--- src/rtl/rfb_pkg.sv ---
// Shared types and constants of the rectangle fill and blend engine.
// No dependencies; used by rfb_blend and rect_fill_blend_engine.
package rfb_pkg;

  localparam int PIX_W   = 32;  // RGBA word
  localparam int COORD_W = 8;   // x and y coordinates
  localparam int LW_W    = 9;   // line width register
  localparam int CNT_W   = 17;  // pixels written per request
  localparam int ROW_W   = 17;  // linear address before the store bound check

  // request codes
  localparam logic [1:0] OP_FILL  = 2'd0;
  localparam logic [1:0] OP_BLEND = 2'd1;
  localparam logic [1:0] OP_READ  = 2'd2;

  // one product per color channel, 8 x 8 bits
  typedef struct packed {
    logic [15:0] r;
    logic [15:0] g;
    logic [15:0] b;
  } mix_terms_t;

  typedef enum logic [6:0] {
    ST_IDLE  = 7'b0000001,
    ST_SETUP = 7'b0000010,
    ST_RUN   = 7'b0000100,
    ST_DRAIN = 7'b0001000,
    ST_READ  = 7'b0010000,
    ST_READW = 7'b0100000,
    ST_DONE  = 7'b1000000
  } state_t;

endpackage

--- src/rtl/rfb_blend.sv ---
// Per-pixel blend datapath: destination products (registered), then sum and divide by 255.
// Depends on rfb_pkg for mix_terms_t.
module rfb_blend (
  input  logic                       clk,
  input  logic [31:0]                dst_i,
  input  logic [7:0]                 inv_a_i,
  input  rfb_pkg::mix_terms_t        src_terms_i,
  output logic [31:0]                pix_o
);

  rfb_pkg::mix_terms_t dst_mul_r;

  // (s + d) / 255 for s + d <= 255*255, exact by the add-high-byte trick
  function automatic logic [7:0] mix_div(input logic [15:0] s, input logic [15:0] d);
    logic [16:0] sum;
    logic [16:0] t;
    sum = {1'b0, s} + {1'b0, d};
    t   = sum + 17'd1 + {9'd0, sum[15:8]};
    return t[15:8];
  endfunction

  // stage 1: dst * (255 - alpha) per channel
  always_ff @(posedge clk) begin
    dst_mul_r.r <= 16'(dst_i[31:24]) * 16'(inv_a_i);
    dst_mul_r.g <= 16'(dst_i[23:16]) * 16'(inv_a_i);
    dst_mul_r.b <= 16'(dst_i[15:8])  * 16'(inv_a_i);
  end

  // stage 2: add source term and divide; alpha byte forced opaque
  assign pix_o = {mix_div(src_terms_i.r, dst_mul_r.r),
                  mix_div(src_terms_i.g, dst_mul_r.g),
                  mix_div(src_terms_i.b, dst_mul_r.b),
                  8'hFF};

endmodule

--- config.mk ---
export PLATFORM = sky130hd
export DESIGN_NAME = rfb_blend
export DESIGN_NICKNAME = d
export VERILOG_FILES = /design/src/rtl/rfb_pkg.sv /design/src/rtl/rfb_blend.sv
export SDC_FILE = /design/constraint.sdc
export NUM_CORES = 1
export LEC_CHECK = 0
export BUFFER_PORTS_ARGS = -buffer_cell sky130_fd_sc_hd__buf_4
export CAP_MARGIN = 20
export CORE_MARGIN = 5
export CORE_UTILIZATION = 43
export CTS_CLUSTER_DIAMETER = 30
export DETAILED_ROUTE_END_ITERATION = 12
export SYNTH_ARGS = -nofsm -noshare
export SYNTH_HDL_FRONTEND = slang
export SYNTH_SLANG_ARGS = --single-unit
--- constraint.sdc ---
create_clock -name clk -period 9.8 [get_ports clk]
set_input_delay 1.96 -clock clk [delete_from_list [all_inputs] [get_ports clk]]
set_output_delay 1.96 -clock clk [all_outputs]
set_load 0.01 [all_outputs]
==> Word-level counts from Yosys, hierarchy flattened <==
Cells that the tools add are included.
{ "word_totals": {"reg_bits": 48, "out_inout_bits": 32} }
{ "classes": {"addsub": 9, "mul": 3} }
{ "op_table": {"columns": ["cell", "count"], "rows": [
  ["$add 16x1->16 const B", 3],
  ["$add 16x16->16", 3],
  ["$add 16x8->16", 3],
  ["$mul 8x8->16", 3]
]} }

==> Logic depth before layout (Yosys ltp) <==
Gate-level depths: netlist of run 1.
{ "logic_depth": {"ltp_word": 3, "depth_mapped": 18, "mapped_depth_nobuf": 18} }

==> Least setup slack after synthesis of run 1 <==
Ideal clock, no wire load.
{ "synth_path": {"path_type": "input-to-output", "startpoint": "input port src_terms_i[16] (netlist name)", "endpoint": "output port pix_o[23]", "arrival_ns": 5.334, "slack_ns": 2.506, "stages": 18, "n_path_buf": 0, "cell_sequence": "ha_1 > inv_1 > fa_1 > nor2b_4 > o31a_4 > o21ai_4 > a21oi_1 > or3_1 > and2_1 > ha_1 > o21a_1 > o211ai_1 > a21oi_1 > nor2_1 > a211oi_4 > nand4_4 > nor4bb_4 > xor2_1"} }
{ "synth_via": {"elab_chain_cells": 3} }
{ "synth_lines": {"columns": ["item", "line", "text"], "rows": [
  ["from (decl)", "rfb_blend.sv:7", "input rfb_pkg::mix_terms_t src_terms_i,"],
  ["$add 16x16->16 *", "rfb_blend.sv:17", "sum = {1'b0, s} + {1'b0, d};"],
  ["$add 16x1->16", "rfb_blend.sv:18", "t = sum + 17'd1 + {9'd0, sum[15:8]};"],
  ["$add 16x8->16 *", "rfb_blend.sv:18", null],
  ["to (decl)", "rfb_blend.sv:8", "output logic [31:0] pix_o"]
]} }
Mark *: on every way between the ends. The rest lies on a longest branch, timed or not.

==> Final worst setup path of run 1 <==
{ "layout_path": {"startpoint": "input port src_terms_i[32] (netlist name)", "endpoint": "output port pix_o[31]"} }
Same word-level chain as after synthesis.

==> impl_metrics.json, run 1 <==
{
  "run_status": "completed",
  "synth_mux_area_frac": 0.0009478,
  "dp.cells": 1615,
  "top_register": "dst_mul_r",
  "yosysUniqueCellTypes": 88,
  "globalplace.congestion": 0.8390,
  "worst_hold_path_type": "in -> reg",
  "reg_top3": "dst_mul_r x48",
  "wl_um": 21840,
  "gr-total-overflow": 0,
  "firstDrtPassIters": 5,
  "period_minus_slack_ps": 7832,
  "grt_pass1_wl_um": 37940,
  "synth_ff_type": "dfxtp_1",
  "largest_reg_flops": 48,
  "synth.largest_area_cell": "fa_1",
  "final.setup.tns_ps": 0,
  "die_area_sq_um": 27800,
  "leakagePower_nw": 5.910,
  "num_io_pins": 121,
  "cts_resized": 0,
  "arrival_ps": 5870,
  "drive_above_1_share": 0.1124,
  "cts_tree": "yes",
  "htreeDepth": 2,
  "post_cts_buffers": 0,
  "synth_cells": 1208,
  "slew_violations": 0,
  "via_per_inst": 5.111,
  "rows": 57,
  "final_cell_mix": "inv_1, ha_1, and2_1",
  "synth-xor-area-share": 0.07345,
  "area_growth_pct": 11.93,
  "syn_area_sq_um": 10560,
  "end_kind": "primary output",
  "nets": 1672,
  "final_cell_area_sq_um": 11820,
  "placed_area_sq_um": 11630,
  "synthSimpleGateAreaFrac": 0.2006,
  "synth_area_leaders": "fa_1, ha_1, and2_1",
  "clkTransAtPathRegs_ps": 70,
  "cts_inserted_buffers": 5,
  "synth-compound-area-share": 0.1365,
  "setup_viol": 0,
  "register_area_sq_um": 960.9,
  "hold_slack_ps": 1939,
  "start_kind": "input port",
  "fmax_ghz": 0.1277,
  "crit_type": "in -> out",
  "ys_warn_count": 0,
  "required_ps": 7840,
  "rsz0062_at_grt": "false",
  "core_sq_um": 24250,
  "drv_cap": 0,
  "fin_cells": 1623,
  "finalCritPeriodShare": 0.7992,
  "ir_drop_mv": 0.2702,
  "grt_max_degree": 25,
  "start_util": 0.4356,
  "yosysTopAreaCellShare": 0.2104,
  "portBuffers": 104,
  "power_w": 0.003408,
  "chipWidth_um": 166.7,
  "antenna_found_initial": 0,
  "yosysSeqAreaShare": 0.09098,
  "ys_ff_latch": 48,
  "drt_iter0_drc": 246,
  "slew-limit-headroom": 0.6058,
  "synth_edf_count": 0,
  "cts.path.max_buffers": 2,
  "track_usage": 0.1585,
  "synthAdderAreaFrac": 0.4165,
  "async_flop_share": 0,
  "antenna_left": 0,
  "multi_input_area_sq_um": 8775,
  "insertedDiodeCount": 0,
  "syn_avg_cell_area_sq_um": 8.743,
  "dpl.hpwl_um": 18410,
  "vias": 8295,
  "ctsHoldBuffers": 0,
  "tightest_slew_ps": 576.4,
  "drc": 0,
  "n_fill_cell": 2393,
  "ctsRootBufferMaster": "clkbuf_16",
  "p_per_area_nw_per_um2": 288.3,
  "synth_top_family_by_area": "adder cells",
  "layout_commonest_cell": "inv_1",
  "clock-sinks": 48,
  "timing.critical_path.fanout_max": 4,
  "grt_pass1_vias": 8221,
  "final-hold-violation-count": 0,
  "die_h_um": 166.7,
  "routedWlPerCell_um": 13.45
}
## critical path, stage by stage
cell	delay [ps]
buf_4	80
ha_1	160
inv_1	60
fa_1	400
nor2b_1	180
o31a_1	200
nor4_2	80
o31ai_4	300
a31oi_1	180
o311ai_2	440
ha_1	320
and4_1	200
a31oi_1	150
o21ai_0	150
nand2b_1	230
o211ai_2	120
and3b_2	260
nand4_1	110
xnor2_1	140
buf_4	150
## per-stage QoR
step,utilization,setup slack (ps)
after floorplan,-,2506
after global placement,0.4795,1979
after detailed placement,0.4795,1959
after CTS,0.4875,1919
after global routing,0.4875,1513
final,0.4875,1968
## final cells by class
| type | instances | share of cell area |
|---|---|---|
| Sequential cell | 48 | 0.08129 |
| Inverter | 188 | 0.05970 |
| Timing Repair Buffer | 104 | 0.06605 |
| Tap cell | 324 | 0.03429 |
| Clock buffer | 5 | 0.01058 |
| Multi-Input combinational cell | 951 | 0.7423 |
| Clock inverter | 3 | 0.005821 |
## path summary, 6_finish.rpt
path	startpoint	endpoint	slack [ps]	cells past startpoint
max	src_terms_i[32]	pix_o[31]	1970	20
min	dst_i[8]	dst_mul_r[0]	1940	2
## synthesized netlist by cell type (all sizes together), types with 3 or more instances
library cell / instances
o21a: 18
buf: 11
xnor2: 65
dfxtp: 48
clkbuf: 17
inv: 188
o31a: 4
a31oi: 7
o2111ai: 3
nand4: 5
xor2: 21
nand2b: 9
nand2: 71
and2: 162
o31ai: 6
o41ai: 3
nand3: 18
nor3: 18
a21o: 19
nor2: 53
a211oi: 5
o211ai: 10
a211o: 3
a21boi: 8
nor3b: 3
or3: 7
o21ai: 30
a21oi: 47
ha: 174
a41oi: 4
fa: 111
or2: 4
o21bai: 3
a2111oi: 3
o221ai: 4
and3: 3
nor2b: 14
## where the power goes
part / switching [W] / internal [W]
Combinational: 0.00152 / 0.00135
Clock: 0.0000822 / 0.000147
Sequential: 0.0000267 / 0.000289
Total: 0.00163 / 0.00178
## metal layers
metal	global-route usage	vias up	part of all wire
met3	0.02299	16	0.032
met4	0.02206	0	0.0091
met1	0.2159	3998	0.47
li1	-	4156	-
met2	0.2748	125	0.48
met5	0	-	0
## logic make-up after synthesis
family                   count (synthesis)
AND/OR/NAND/NOR                        379
other                                    1
AO/OA/AOI/OAI                          192
adder cells (fa/ha/maj)                285
XOR/XNOR                                86
buffers and inverters                  216
multiplexers                             1
flip-flops                              48
Note: power is estimated with default switching activity, not from simulation.
==> inputs of run 2 (changes only) <==
clock period = 6.7 ns   (was 9.8 ns; I/O delays follow)
==> impl_metrics.json, run 2 (synthesized netlist as in run 1, its figures left out) <==
{
  "run_status": "completed",
  "seq_power_share": 0.091,
  "grt_max_degree": 25,
  "vias": 8209,
  "chipWidth_um": 166.7,
  "top_register": "dst_mul_r",
  "slew-limit-headroom": 0.4668,
  "period_minus_slack_ps": 6469,
  "die_area_sq_um": 27800,
  "setup_viol": 0,
  "arrival_ps": 5130,
  "p_int_w": 0.002662,
  "num_io_pins": 121,
  "slowest_delay_ps": 350,
  "n_fill_cell": 2409,
  "path_delay_family": "compound AO/OA/AOI/OAI gates",
  "fin_cells": 1629,
  "firstDrtPassIters": 5,
  "start_util": 0.4356,
  "htreeDepth": 2,
  "final_cell_mix": "inv_1, ha_1, and2_1",
  "required_ps": 5360,
  "via_per_inst": 5.039,
  "p_sw_frac": 0.4744,
  "globalplace.congestion": 0.8391,
  "crit_type": "in -> out",
  "end_kind": "primary output",
  "antenna_found_initial": 0,
  "ir_drop_mv": 0.4167,
  "pwr-share-comb": 0.843,
  "portBuffers": 104,
  "fmax_ghz": 0.1546,
  "worst_hold_path_type": "in -> reg",
  "cts_tree": "yes",
  "finalCritPeriodShare": 0.9655,
  "layout_commonest_cell": "inv_1",
  "area_growth_pct": 12.68,
  "drc": 0,
  "final.setup.tns_ps": 0,
  "dpl.hpwl_um": 18330,
  "slew_violations": 0,
  "leakagePower_nw": 5.945,
  "crit_buf_inv": 2,
  "drive_above_1_share": 0.1218,
  "placed_area_sq_um": 11660,
  "timing.critical_path.fanout_max": 5,
  "nets": 1678,
  "rows": 57,
  "grt_pass1_wl_um": 37530,
  "final-hold-violation-count": 0,
  "drt_iter0_drc": 252,
  "crit_path_top_delay_cell": "ha_1",
  "wl_um": 21730,
  "cts.path.max_buffers": 2,
  "hold_slack_ps": 1324,
  "antenna_left": 0,
  "clkTransAtPathRegs_ps": 70,
  "routedWlPerCell_um": 13.34,
  "track_usage": 0.1563,
  "gr-total-overflow": 0,
  "drv_cap": 0,
  "worstHoldStart": "dst_i[8]",
  "p_clk_frac": 0.066,
  "cts_inserted_buffers": 5,
  "rsz0062_at_grt": "false",
  "tightest_slew_ps": 779.6,
  "reg_top3": "dst_mul_r x48",
  "grt_pass1_vias": 8152,
  "dp.cells": 1620,
  "start_kind": "input port",
  "final_cell_area_sq_um": 11900,
  "die_h_um": 166.7,
  "core_sq_um": 24250,
  "p_per_area_nw_per_um2": 425.5,
  "switching_power_w": 0.002402,
  "cp-startpoint": "src_terms_i[38]",
  "largest_reg_flops": 48,
  "cp_cell_sequence": "buf_4 -> ha_1 -> a21o_1 -> a21oi_1 -> o211ai_2 -> a211oi_2 -> o211ai_1 -> a21oi_1 -> xnor2_2 -> ha_1 -> or2_2 -> a31oi_1 -> o21ai_0 -> nand2b_2 -> o211ai_2 -> and3b_2 -> nand4_1 -> xnor2_1 -> buf_4",
  "clock-sinks": 48,
  "ctsRootBufferMaster": "clkbuf_16",
  "insertedDiodeCount": 0
}
==> run 2: repair_timing <==
action                     in CTS  in global routing
hold endpoints to repair        0                  0
setup endpoints to repair       0                  8
hold buffers                    0                  0
resized for setup               0                  7
buffers inserted                0                  1
==> run 2: stage by stage <==
| step | setup slack (ps) | utilization | total power (W) |
|---|---|---|---|
| after global routing | 7.760 | 0.4908 | 0.005635 |
| after detailed placement | 164.0 | 0.4811 | 0.004727 |
| after global placement | 200.1 | 0.4811 | 0.004674 |
| after floorplan | 645.6 | - | 0.003602 |
| after CTS | 123.2 | 0.4891 | 0.005097 |
| final | 231.1 | 0.4908 | 0.005064 |
==> run 2: worst paths after layout <==
kind      endpoint  cells past startpoint
max      pix_o[31]                     19
min   dst_mul_r[0]                      2
==> run 2: layout make-up <==
class / count / area (sq um) / share of cell area
multi-input combinational: 951 / 8808 / 0.7402
sequential: 48 / 960.9 / 0.08075
timing repair buffer: 110 / 825.8 / 0.06939
inverter: 188 / 705.7 / 0.05930
tap: 324 / 405.4 / 0.03407
clock buffer: 5 / 125.1 / 0.01051
clock inverter: 3 / 68.82 / 0.005783
==> run 2: layer usage <==
metal  global-route usage  routed length (um)
met1               0.2167               10350
met4              0.02170                 185
met2               0.2665               10470
met5                    0                   0
met3              0.02275                 723
==> run 2: power by group through the flow <==
| stage | registers [W] | clock network, W | logic (W) |
|---|---|---|---|
| after floorplan | 0.000454 | 0 | 0.00315 |
| after global placement | 0.000471 | 0 | 0.00420 |
| after detailed placement | 0.000471 | 0 | 0.00426 |
| after CTS | 0.000465 | 0.000347 | 0.00429 |
| after global routing | 0.000475 | 0.000359 | 0.00480 |
| final | 0.000461 | 0.000332 | 0.00427 |
